File: src/sv/sfe_pkg.sv
// ---------------------------------------------------------------------------
// sfe_pkg: shared constants and types of the S.BUS frame encoder
// Frame layout, channel geometry, pulse width scaling constants and the
// action codes carried on the input channel.
// ---------------------------------------------------------------------------
package sfe_pkg;

  // Channel store geometry.
  localparam int unsigned NUM_CHANNELS = 16;
  localparam int unsigned SLOT_COUNT   = 16;
  localparam int unsigned SLOT_W       = $clog2(SLOT_COUNT);
  localparam int unsigned CH_BITS      = 11;
  localparam int unsigned STREAM_BITS  = SLOT_COUNT * CH_BITS;

  // Frame layout.
  localparam int unsigned PACK_BYTES = STREAM_BITS / 8;
  localparam int unsigned FRAME_LEN  = PACK_BYTES + 3;
  localparam int unsigned CNT_W      = $clog2(FRAME_LEN);

  localparam logic [7:0] START_BYTE = 8'h0F;
  localparam logic [7:0] END_BYTE   = 8'h00;

  localparam logic [CNT_W-1:0] IDX_START = CNT_W'(0);
  localparam logic [CNT_W-1:0] IDX_PACK0 = CNT_W'(1);
  localparam logic [CNT_W-1:0] IDX_PACKN = CNT_W'(PACK_BYTES);
  localparam logic [CNT_W-1:0] IDX_FLAGS = CNT_W'(PACK_BYTES + 1);
  localparam logic [CNT_W-1:0] IDX_END   = CNT_W'(FRAME_LEN - 1);

  // Pulse width mapping: (w - 880) * 2047 / 1280, with 1280 = 256 * 5.
  localparam int unsigned WIDTH_MIN   = 880;
  localparam int unsigned WIDTH_MAX   = 2160;
  localparam int unsigned RAW_MAX     = 2047;
  localparam int unsigned SCALE_SHIFT = 8;
  localparam int unsigned RECIP_5     = 52429;
  localparam int unsigned RECIP_SHIFT = 18;
  localparam int unsigned MUL_A_W     = 14;
  localparam int unsigned MUL_B_W     = 16;
  localparam int unsigned PROD_W      = MUL_A_W + MUL_B_W;

  // Action codes.
  typedef enum logic [1:0] {
    ACT_RAW   = 2'd0,
    ACT_WIDTH = 2'd1,
    ACT_FLAG  = 2'd2,
    ACT_SEND  = 2'd3
  } action_e;

endpackage

File: src/sv/sbus_frame_encoder_unit.sv
// ---------------------------------------------------------------------------
// sbus_frame_encoder_unit: S.BUS frame encoder with a shared scaling multiplier
// Stores sixteen 11-bit servo channels and four flags, and streams the
// 25-byte S.BUS frame on request, one word per cycle unless the output stalls.
// ---------------------------------------------------------------------------
// Usage. Commands arrive as words on the input channel (in_valid_i/in_ready_o).
// A raw write or a flag write is absorbed in the cycle it is accepted and the
// block is ready again in the next cycle. A pulse width write has the accept
// cycle, then two passes through one shared multiplier (scale by 2047, then
// divide by 1280 as a shift and a reciprocal multiply), and the channel is
// written at the end of the second pass.
// A send command produces 25 words on the output channel (out_valid_o/
// out_ready_i): the start byte, 22 packed channel bytes, the flags byte and
// the end byte, which carries last_o. The first word enters the output
// register from the send state once that register is free, and without
// backpressure one word leaves per cycle; the rate is set by the single output
// register that is loaded from a 176-bit shift register, eight bits per word.
// When the receiver stalls, the output register holds its word and the frame
// simply pauses. The block takes the next command as soon as the last word is
// in the output register, even while that word still waits to be taken.
// Reset clears all channels and flags to zero and empties the output.
// ---------------------------------------------------------------------------
module sbus_frame_encoder_unit (
  input  logic        clk_i,
  input  logic        rst_ni,
  input  logic        in_valid_i,
  output logic        in_ready_o,
  input  logic [1:0]  action_i,
  input  logic [7:0]  channel_i,
  input  logic [15:0] value_i,
  input  logic [1:0]  flag_select_i,
  output logic        out_valid_o,
  input  logic        out_ready_i,
  output logic [7:0]  frame_byte_o,
  output logic        last_o
);

  typedef enum logic [1:0] {
    ST_IDLE,
    ST_SCALE,
    ST_RECIP,
    ST_SEND
  } state_e;

  localparam int unsigned CH_W = sfe_pkg::CH_BITS;
  localparam int unsigned SW   = sfe_pkg::SLOT_W;

  state_e                              state_q;
  logic [CH_W-1:0]                     chan_q [sfe_pkg::SLOT_COUNT];
  logic [3:0]                          flag_bits_q;
  logic [SW-1:0]                       slot_q;
  logic [CH_W-1:0]                     delta_q;
  logic [sfe_pkg::PROD_W-1:0]          prod_q;
  logic [sfe_pkg::STREAM_BITS-1:0]     stream_q;
  logic [sfe_pkg::CNT_W-1:0]           cnt_q;
  logic [7:0]                          byte_q;
  logic                                last_q;
  logic                                out_valid_q;

  logic                                accept;
  logic                                chan_ok;
  logic [SW-1:0]                       slot_in;
  logic [15:0]                         width_clamped;
  logic [sfe_pkg::MUL_A_W-1:0]         mul_a;
  logic [sfe_pkg::MUL_B_W-1:0]         mul_b;
  logic [sfe_pkg::PROD_W-1:0]          product;
  logic [sfe_pkg::STREAM_BITS-1:0]     stream_d;
  logic                                out_free;
  logic                                load_out;
  logic [7:0]                          byte_d;

  assign in_ready_o   = (state_q == ST_IDLE);
  assign accept       = in_valid_i && in_ready_o;
  assign out_valid_o  = out_valid_q;
  assign frame_byte_o = byte_q;
  assign last_o       = last_q;
  assign out_free     = !out_valid_q || out_ready_i;
  // A new frame word enters the output register in this cycle.
  assign load_out     = (state_q == ST_SEND) && out_free;

  assign chan_ok = (channel_i >= 8'd1) && (channel_i <= 8'(sfe_pkg::NUM_CHANNELS));
  assign slot_in = SW'(channel_i - 8'd1);

  always_comb begin
    if (value_i < 16'(sfe_pkg::WIDTH_MIN)) begin
      width_clamped = 16'(sfe_pkg::WIDTH_MIN);
    end else if (value_i > 16'(sfe_pkg::WIDTH_MAX)) begin
      width_clamped = 16'(sfe_pkg::WIDTH_MAX);
    end else begin
      width_clamped = value_i;
    end
  end

  // The one multiplier: first pass scales by 2047, second pass divides the
  // scaled value, already shifted down by 256, by five through its reciprocal.
  always_comb begin
    if (state_q == ST_RECIP) begin
      mul_a = prod_q[sfe_pkg::SCALE_SHIFT +: sfe_pkg::MUL_A_W];
      mul_b = sfe_pkg::MUL_B_W'(sfe_pkg::RECIP_5);
    end else begin
      mul_a = sfe_pkg::MUL_A_W'(delta_q);
      mul_b = sfe_pkg::MUL_B_W'(sfe_pkg::RAW_MAX);
    end
  end
  assign product = sfe_pkg::PROD_W'(mul_a) * sfe_pkg::PROD_W'(mul_b);

  // Channel 1 sits at the top of the stream, each channel MSB first.
  always_comb begin
    for (int s = 0; s < int'(sfe_pkg::SLOT_COUNT); s++) begin
      stream_d[sfe_pkg::STREAM_BITS - 1 - s * CH_W -: CH_W] = chan_q[s];
    end
  end

  always_comb begin
    case (cnt_q) inside
      sfe_pkg::IDX_START:                          byte_d = sfe_pkg::START_BYTE;
      [sfe_pkg::IDX_PACK0:sfe_pkg::IDX_PACKN]:     byte_d =
          stream_q[sfe_pkg::STREAM_BITS-1 -: 8];
      sfe_pkg::IDX_FLAGS:                          byte_d = {flag_bits_q, 4'b0000};
      default:                                     byte_d = sfe_pkg::END_BYTE;
    endcase
  end

  always_ff @(posedge clk_i or negedge rst_ni) begin
    if (!rst_ni) begin
      state_q     <= ST_IDLE;
      flag_bits_q <= '0;
      out_valid_q <= 1'b0;
      cnt_q       <= '0;
      slot_q      <= '0;
      delta_q     <= '0;
      prod_q      <= '0;
      stream_q    <= '0;
      byte_q      <= '0;
      last_q      <= 1'b0;
      for (int s = 0; s < int'(sfe_pkg::SLOT_COUNT); s++) begin
        chan_q[s] <= '0;
      end
    end else begin
      if (out_valid_q && out_ready_i && !load_out) begin
        out_valid_q <= 1'b0;
      end
      case (state_q)
        ST_IDLE: begin
          if (accept) begin
            case (sfe_pkg::action_e'(action_i))
              sfe_pkg::ACT_RAW: begin
                if (chan_ok) begin
                  chan_q[slot_in] <= value_i[CH_W-1:0];
                end
              end
              sfe_pkg::ACT_WIDTH: begin
                if (chan_ok) begin
                  slot_q  <= slot_in;
                  delta_q <= CH_W'(width_clamped - 16'(sfe_pkg::WIDTH_MIN));
                  state_q <= ST_SCALE;
                end
              end
              sfe_pkg::ACT_FLAG: begin
                flag_bits_q[2'd3 - flag_select_i] <= (value_i != 16'd0);
              end
              default: begin
                stream_q <= stream_d;
                cnt_q    <= sfe_pkg::IDX_START;
                state_q  <= ST_SEND;
              end
            endcase
          end
        end
        ST_SCALE: begin
          prod_q  <= product;
          state_q <= ST_RECIP;
        end
        ST_RECIP: begin
          chan_q[slot_q] <= product[sfe_pkg::RECIP_SHIFT +: CH_W];
          state_q        <= ST_IDLE;
        end
        ST_SEND: begin
          if (out_free) begin
            byte_q      <= byte_d;
            last_q      <= (cnt_q == sfe_pkg::IDX_END);
            out_valid_q <= 1'b1;
            if ((cnt_q >= sfe_pkg::IDX_PACK0) && (cnt_q <= sfe_pkg::IDX_PACKN)) begin
              stream_q <= {stream_q[sfe_pkg::STREAM_BITS-9:0], 8'h00};
            end
            if (cnt_q == sfe_pkg::IDX_END) begin
              state_q <= ST_IDLE;
            end else begin
              cnt_q <= cnt_q + 1'b1;
            end
          end
        end
        default: begin
          state_q <= ST_IDLE;
        end
      endcase
    end
  end

endmodule

File: config.mk
export PLATFORM = sky130hd
export DESIGN_NAME = sbus_frame_encoder_unit
export DESIGN_NICKNAME = d
export VERILOG_FILES = /design/src/sv/sfe_pkg.sv /design/src/sv/sbus_frame_encoder_unit.sv
export SDC_FILE = /design/constraint.sdc
export NUM_CORES = 1
export LEC_CHECK = 0
export ABC_AREA = 1
export ABC_CLOCK_PERIOD_IN_PS = 8900
export BUFFER_PORTS_ARGS = -buffer_cell sky130_fd_sc_hd__buf_2
export CAP_MARGIN = 5
export CORE_ASPECT_RATIO = 0.7
export CORE_MARGIN = 1
export CORE_UTILIZATION = 30
export DETAILED_ROUTE_END_ITERATION = 6
export PLACE_DENSITY = 0.51
export RECOVER_POWER = 50
export REMOVE_ABC_BUFFERS = 1
export SYNTH_ARGS = -nofsm -noshare
export SYNTH_HDL_FRONTEND = slang
export SYNTH_SLANG_ARGS = --single-unit
File: constraint.sdc
create_clock -name clk_i -period 8.9 [get_ports clk_i]
set_input_delay 1.335 -clock clk_i [delete_from_list [all_inputs] [get_ports clk_i]]
set_output_delay 1.335 -clock clk_i [all_outputs]
set_load 0.1 [all_outputs]
**Word-level counts from Yosys, hierarchy flattened**

Index checks and enable logic that the tools add are counted.

- Add/subtract/negate cells: 4
- Multiplexer cells: 39
- Div/mod/pow operators: 0
- Eq/ne operators: 17
- Bitwise gates (word level): 2
- Shift operators: 0
- Multiply operators: 1
- Magnitude comparators: 12
- Reductions and logical operators: 27

Operators with widths:

| kind | count |
|---|---|
| two-way mux 176 bit | 7 |
| case mux 176 bit (2 select lines) | 2 |
| bitwise mux 176 bit | 2 |
| demux 11 bit (select 4 bit) | 2 |
| two-way mux 11 bit | 4 |
| multiplier 14 x 16 -> 29 bit | 1 |
| two-way mux 8 bit | 3 |
| two-way mux 5 bit | 4 |
| greater-than comparator 16 x 12 -> 1 bit, second input constant | 1 |
| less-than comparator 16 x 10 -> 1 bit, second input constant | 1 |
| two-way mux 16 bit | 1 |
| nonzero test 16 bit | 1 |
| AND reduction 5 bit | 3 |
| two-way mux 14 bit | 1 |
| subtractor 11 x 10 -> 11 bit, second input constant | 1 |
| == test 5 bit, second input constant | 2 |
| greater-or-equal comparator 5 bit, second input constant | 2 |
| less-than comparator 5 x 1 -> 1 bit, second input constant | 2 |
| inequality test 2 x 1 -> 1 bit, second input constant | 5 |
| inverter 4 -> 5 bit | 2 |
| case mux 5 bit (2 select lines) | 1 |
| logical AND 1 bit | 9 |
| greater-or-equal comparator 8 x 1 -> 1 bit, second input constant | 1 |
| <= comparator 8 x 5 -> 1 bit, second input constant | 1 |
| other kinds (27) | 43 |

- Bits in latches: 0
- Memories kept: 0
- Word-level logic and storage cells: 128
- Memory bits (read-only): 0
- Input port bits: 32
- Output and inout port bits: 11
- Register bits: 410
- Bits in writable memories: 0

**Longest topological paths before layout**

Gate-level depths: netlist of run 1.

- Depth in word-level cells: 11
- Mapped depth: 36
- Gate-level depth less buffers: 33

**Worst setup path before layout of run 1**

OpenSTA, ideal clock, no wires.

- Path kind: register -> register
- From: reg state_q[0]
- To: reg chan_q[151] (netlist name)
- Setup time: 0.077 ns
- Required time: 8.823 ns
- Arrival: 6.465 ns
- Cell stages (with the launch flop): 31
- Buffers on the path: 4
- Clock period less this slack: 6.543 ns
- Setup slack: 2.357 ns
- Cell sequence: dfrtp_1 -> inv_2 -> nand2_2 -> buf_6 -> inv_2 -> clkbuf_1 -> clkbuf_1 -> nor2_1 -> nor2_1 -> inv_1 -> fa_1 -> inv_1 -> fa_1 -> inv_1 -> fa_1 -> fa_1 -> fa_1 -> inv_1 -> fa_1 -> inv_1 -> ha_1 -> a21oi_1 -> o21ai_0 -> a21oi_1 -> nor2_1 -> nor2_1 -> nand2_1 -> nand2_2 -> buf_4 -> nand3_1 -> a21oi_1

- Cells in the longest elaborated chain, start to end: 5
- Elaborated cells between the ends (all ways): 13
- Classes of those cells: 1 x mul; 4 x eq/ne; 4 x mux; 4 x reduce/logical

RTL lines:

| element | line | text |
|---|---|---|
| from (decl) | sbus_frame_encoder_unit.sv:48 | `state_e state_q;` |
| from (signal assigned) | sbus_frame_encoder_unit.sv:126 | `state_q <= ST_IDLE;` |
| from (signal assigned) | sbus_frame_encoder_unit.sv:156 | `state_q <= ST_SCALE;` |
| from (signal assigned) | sbus_frame_encoder_unit.sv:165 | `state_q <= ST_SEND;` |
| == test 2 bit | sbus_frame_encoder_unit.sv:97, sbus_frame_encoder_unit.sv:143 |  |
| two-way mux 14 bit / two-way mux 16 bit (equally long branches) | sbus_frame_encoder_unit.sv:97 | `if (state_q == ST_RECIP) begin` |
| multiplier 14 x 16 -> 29 bit | sbus_frame_encoder_unit.sv:105 | `assign product = sfe_pkg::PROD_W'(mul_a) * sfe_pkg::PROD_W'(mul_b);` |
| bitwise mux 176 bit | sbus_frame_encoder_unit.sv:175 | `chan_q[slot_q] <= product[sfe_pkg::RECIP_SHIFT +: CH_W];` |
| case mux 176 bit (2 select lines) | sbus_frame_encoder_unit.sv:143 | `case (state_q)` |
| to (signal, indexed assignment) | sbus_frame_encoder_unit.sv:149 | `chan_q[slot_in] <= value_i[CH_W-1:0];` |
| to (signal, indexed assignment) | sbus_frame_encoder_unit.sv:175 |  |
| to (decl) | sbus_frame_encoder_unit.sv:49 | `logic [CH_W-1:0] chan_q [sfe_pkg::SLOT_COUNT];` |

Parallel ways exist; a longest one is shown, timed or not.
A chain may end at the register's enable or synchronous reset.

**Worst setup path in the final report of run 1**

- From: reg state_q[0]
- To: reg chan_q[76] (netlist name)

Same word-level chain as after synthesis.

==> metrics.cfg, run 1 <==
[setup_path]
end_kind=register
critPathArrivalTime_ns=8.20
critical_path.slowest_cell=nand2_2
required_ns=9.40
cp-startpoint=state_q[0]
start_kind=register
path_delay_family=adder cells
critical_path_buf_inv_count=7
crit_top_cell=fa_1
worstSetupPathType=register to register
max_stage_delay_ns=0.54
cp_max_fo=16
r2r-start=state_q[0]

[timing]
setup_viol=0
fmax_mhz=130
tightest_slew_ns=6.19
finalCriticalPeriod_ns=7.70
hold_viol_final=0
drv_slew=251
fin_crit_sh_pct=86.5
skew_ns=0.0299
relSlewSlack_pct=-313
rsz0062_at_grt=false

[routing]
routed_wl_um=83900
via_per_inst=5.11
met2_length_um=32200
wire_per_inst_um=20.0
drc=2
vias=21500
ant_nets=0
wl_met1_um=41700
top_layer=met4
drt_pass1_iterations=7
drt_iter0_drc=2285
wl_met3_um=8340

[cells_and_area]
seq_area_mm2=0.0101
fill_cells=9015
finalNonFillerCells=4197
multi_input_area_mm2=0.0127
layout.nets=3293
areaGrowthSynthToFinish_pct=8.68
drive_gt1_share_pct=6.31

[clock_network]
ctsHoldBuffers=0
root_buffer=clkbuf_16
cts_buffers=44
cts_setup_buffers=0
cts-resized-gates=0
clock-sinks=402
clk_latency_ns=0.61
cts-htree-levels=2
clock_path_buffers=3
path_clk_slew_ns=0.06
tritoncts=built

[synthesis]
synth.avg_cell_area_um2=8.22
synth_cell_types=47
syn_area_mm2=0.0255
yosysTopAreaCell=dfrtp_1
netlist_top_cells_area=dfrtp_1 39%, fa_1 8.2%, a21oi_1 7.8%
synth_top_area_share_pct=39.4
synth_seq_area_share_pct=39.4
syn_inst=3103
ys_ff_latch=402
yosysWarnings=0

[global_route]
grt_pass1_wl_um=130000
grt_pass1_vias=20900
grt_max_degree=177
grt_overflow=0
antenna_found_initial=1
grt_usage_pct=19.5

[placed_design]
io_buffers=42
hpwl_um=55600
place.gp.congestion=0.921
place_inst=4121

[floorplanning]
num_rows=89
pin_count=43
die_area_mm2=0.0862
core_area_mm2=0.0842
start_util_pct=30.3
die-height_um=246
die_x_um=350

[status]
failed_checks=design-rule violations, max-capacitance violations, max-slew violations
status=finished, violations left

[run]
max_cap_violations=3

[min_path]
hp-start=stream_q[171]
hold_path.class=register to register

worst paths after layout:
kind	end	slack [ns]	cells after the start
max	chan_q[76]	1.20	26
min	stream_q[171]	0.49	1
max reg2reg	chan_q[76]	1.20	26
min reg2reg	stream_q[171]	0.49	1
max in group asynchronous	chan_q[70]	1.61	2
min in group asynchronous	frame_byte_o[3]	3.02	1
metal layers:
metal	track usage (%)	vias up
met5	0	-
met4	4.33	0
met3	5.07	121
met2	25.9	806
met1	30.7	10500
li1	-	10100
state kept, by name (all words and copies together) (netlist names):
register / count
delta_q: 11
out_valid_o: 1
last_o: 1
frame_byte_o: 8
flag_bits_q: 4
cnt_q: 5
state_q: 2
stream_q: 176
chan_q: 176
prod_q: 14
slot_q: 4
stage by stage:
| stage | TNS (ns) | setup WS [ns] | utilization (%) | area (µm²) | hold slack, ns |
|---|---|---|---|---|---|
| floorplan | -936.32 | -5.34 | - | 24500 | 0.442 |
| global placement | 0 | 1.37 | 31.3 | 26400 | 0.466 |
| detailed placement | 0 | 1.32 | 31.3 | 26400 | 0.472 |
| global route | 0 | 0.431 | 32.9 | 27700 | 0.500 |
| CTS | 0 | 1.29 | 32.9 | 27700 | 0.486 |
| finish | 0 | 1.20 | 32.9 | 27700 | 0.488 |
cell type report:
class | count | share of cell area, %
clock inverters | 8 | 0.316
inverters | 464 | 6.31
well taps | 1137 | 5.13
diodes | 1 | 0.00903
multi-input cells | 2050 | 45.9
clock buffers | 67 | 4.54
repair buffers | 68 | 1.53
flip-flops and latches | 402 | 36.3
synthesized netlist by cell type, drive strengths merged:
master	n
a211oi	1
a21o	7
a21oi	401
a31o	1
a31oi	4
a32o	1
a41oi	1
and2	1
buf	83
clkbuf	107
clkinv	2
conb	2
dfrtp	402
fa	105
ha	126
inv	462
nand2	391
nand3	214
nand4	9
nor2	303
nor3	17
nor4	2
o211ai	163
o21a	9
o21ai	238
o21bai	5
o22ai	20
or2	8
xnor2	13
xor2	5
cells in the final DEF, fill, tap and decap left out, types with 4 or more instances in the layout:
| cell type | n |
|---|---|
| nand2_2 | 21 |
| a21oi_1 | 398 |
| nand4_1 | 8 |
| nor3_1 | 16 |
| buf_4 | 22 |
| nand3_4 | 5 |
| clkbuf_16 | 45 |
| nor2_1 | 299 |
| a31oi_1 | 4 |
| nand2_1 | 368 |
| o21ai_1 | 91 |
| nand3_2 | 4 |
| o21ai_0 | 146 |
| inv_1 | 447 |
| o22ai_1 | 20 |
| clkinv_2 | 4 |
| or2_2 | 8 |
| clkbuf_8 | 5 |
| xnor2_1 | 13 |
| xor2_1 | 5 |
| dfrtp_1 | 402 |
| ha_1 | 126 |
| o21bai_1 | 5 |
| buf_2 | 40 |
| a21o_1 | 7 |
| clkbuf_1 | 19 |
| inv_2 | 15 |
| fa_1 | 105 |
| o211ai_1 | 162 |
| nand3_1 | 205 |
| conb_1 | 5 |
| o21a_1 | 9 |
cells by family (layout without fill, tap and decap cells):
logic type      after synthesis  in the layout  synth area share [%]
flops                       402            402                  39.4
buf+inv                     654            607                  10.8
simple gates                945            945                  15.9
xor+xnor                     18             18                 0.618
fa+ha+maj                   231            231                  14.4
compound gates              851            851                  18.8
other cells                   2              6                0.0294
Power of run 1 is not shown: default switching activity piles up to over one toggle a cycle in this logic, so the estimate is an artifact.
==> inputs of run 2 (changes only) <==
--- a/config.mk
+++ b/config.mk
@@ -9,11 +9,13 @@
 export ABC_CLOCK_PERIOD_IN_PS = 8900
 export BUFFER_PORTS_ARGS = -buffer_cell sky130_fd_sc_hd__buf_2
 export CAP_MARGIN = 5
+export CELL_PAD_IN_SITES_DETAIL_PLACEMENT = 1
+export CELL_PAD_IN_SITES_GLOBAL_PLACEMENT = 2
 export CORE_ASPECT_RATIO = 0.7
-export CORE_MARGIN = 1
-export CORE_UTILIZATION = 30
+export CORE_MARGIN = 2
+export CORE_UTILIZATION = 40
 export DETAILED_ROUTE_END_ITERATION = 6
-export PLACE_DENSITY = 0.51
+export PLACE_DENSITY = 0.89
 export RECOVER_POWER = 50
 export REMOVE_ABC_BUFFERS = 1
 export SYNTH_ARGS = -nofsm -noshare
==> metrics.cfg, run 2 (synthesized netlist as in run 1, its figures left out) <==
[global_route]
grt_overflow=0
grt_pass1_wl_um=139000
grt_max_degree=161
antenna_found_initial=2
grt_usage_pct=27.1
grt_pass1_vias=23000

[floorplanning]
num_rows=77
die_x_um=306
die-height_um=215
start_util_pct=40.4
pin_count=43
core_area_mm2=0.0631
die_area_mm2=0.0658

[status]
status=finished, violations left
failed_checks=design-rule violations, max-capacitance violations, max-slew violations

[cells_and_area]
drive_gt1_share_pct=6.79
areaGrowthSynthToFinish_pct=7.58
final_common_cell=inv_1
fin_util_pct=43.5
top_regs=chan_q (176), stream_q (176), prod_q (14)
fill_cells=7535
layout.nets=3295
antenna_cells=0
design_area_mm2=0.0274
final_cell_mix=447 x inv_1, 402 x dfrtp_1, 398 x a21oi_1
multi_input_area_mm2=0.0127
seq_area_mm2=0.0101

[timing]
rsz0062_at_grt=false
skew_ns=0.0250
tightest_slew_ns=5.85
fin_crit_sh_pct=86.1
setup_viol=0
drv_slew=98
relSlewSlack_pct=-290
hold_viol_final=0
fmax_mhz=131
finalCriticalPeriod_ns=7.66

[setup_path]
cp_max_fo=26
critPathArrivalTime_ns=8.13
max_stage_delay_ns=0.57
critical_path_buf_inv_count=8
required_ns=9.37
critical_path.slowest_cell=fa_1
start_kind=register
end_kind=register
path_delay_family=adder cells
worstSetupPathType=register to register

[routing]
wire_per_inst_um=22.7
drc=1
drt_pass1_iterations=7
drt_iter0_drc=2010
routed_wl_um=88400
via_per_inst=5.71
ant_nets=0
vias=22200

[clock_network]
clock_path_buffers=3
cts-resized-gates=0
root_buffer=clkbuf_16
cts_buffers=44
clock-sinks=402
cts_setup_buffers=0
clk_latency_ns=0.61
cts-htree-levels=2
tritoncts=built
path_clk_slew_ns=0.06
ctsHoldBuffers=0

[placed_design]
hpwl_um=60700
postPlaceCellArea_mm2=0.0260
place.gp.congestion=0.951
io_buffers=42

[min_path]
hold_path.class=register to register

[run]
max_cap_violations=1

## run 2: cell type report
cell class	count	area share [%]
clock buffer	59	4.47
clock inverter	19	0.739
inverter	464	6.38
multi-input combinational	2050	46.3
sequential	402	36.7
tap	829	3.78
timing repair buffer	70	1.62
## run 2: per-stage QoR
| step | TNS (ns) | worst slack, ns | hold slack (ns) | std cells |
|---|---|---|---|---|
| finish | 0 | 1.24 | 0.491 | 3893 |
| global route | 0 | 0.842 | 0.511 | 3893 |
| CTS | 0 | 1.28 | 0.495 | 3893 |
| detailed placement | 0 | 1.34 | 0.466 | 3815 |
| global placement | 0 | 1.65 | 0.463 | 3815 |
| floorplan | -936.32 | -5.34 | 0.442 | 2916 |
## run 2: path summary, 6_finish.rpt
| kind | from | endpoint | slack, ns | cells past startpoint |
|---|---|---|---|---|
| min in group asynchronous | rst_ni | stream_q[170] | 2.88 | 1 |
| worst min-delay path | prod_q[9] | prod_q[9] | 0.49 | 2 |
| worst max-delay path | state_q[0] | chan_q[53] | 1.24 | 26 |
| max in group asynchronous | rst_ni | prod_q[16] | 2.70 | 1 |
| worst max register to register | state_q[0] | chan_q[53] | 1.24 | 26 |
| worst min register to register | prod_q[9] | prod_q[9] | 0.49 | 2 |
## run 2: per-layer routing
layer  wire length (µm)  track usage [%]  up-vias
met5                  0                0        -
met1              43200             41.9    11300
met3               6150             4.35      133
met4               1990             6.91        0
met2              37200             38.9      727
li1                   -                -    10000
## run 2: worst register-to-register path: cells and delay by family, from the launching register on
kind / cells / cell delay, ns
AO/OA/AOI/OAI: 2 / 0.42
buffers and inverters: 8 / 1.07
adder cells (fa/ha/maj): 7 / 3.47
flip-flops: 1 / 0.42
AND/OR/NAND/NOR: 9 / 2.15
Power of run 2 is left out for the same reason.
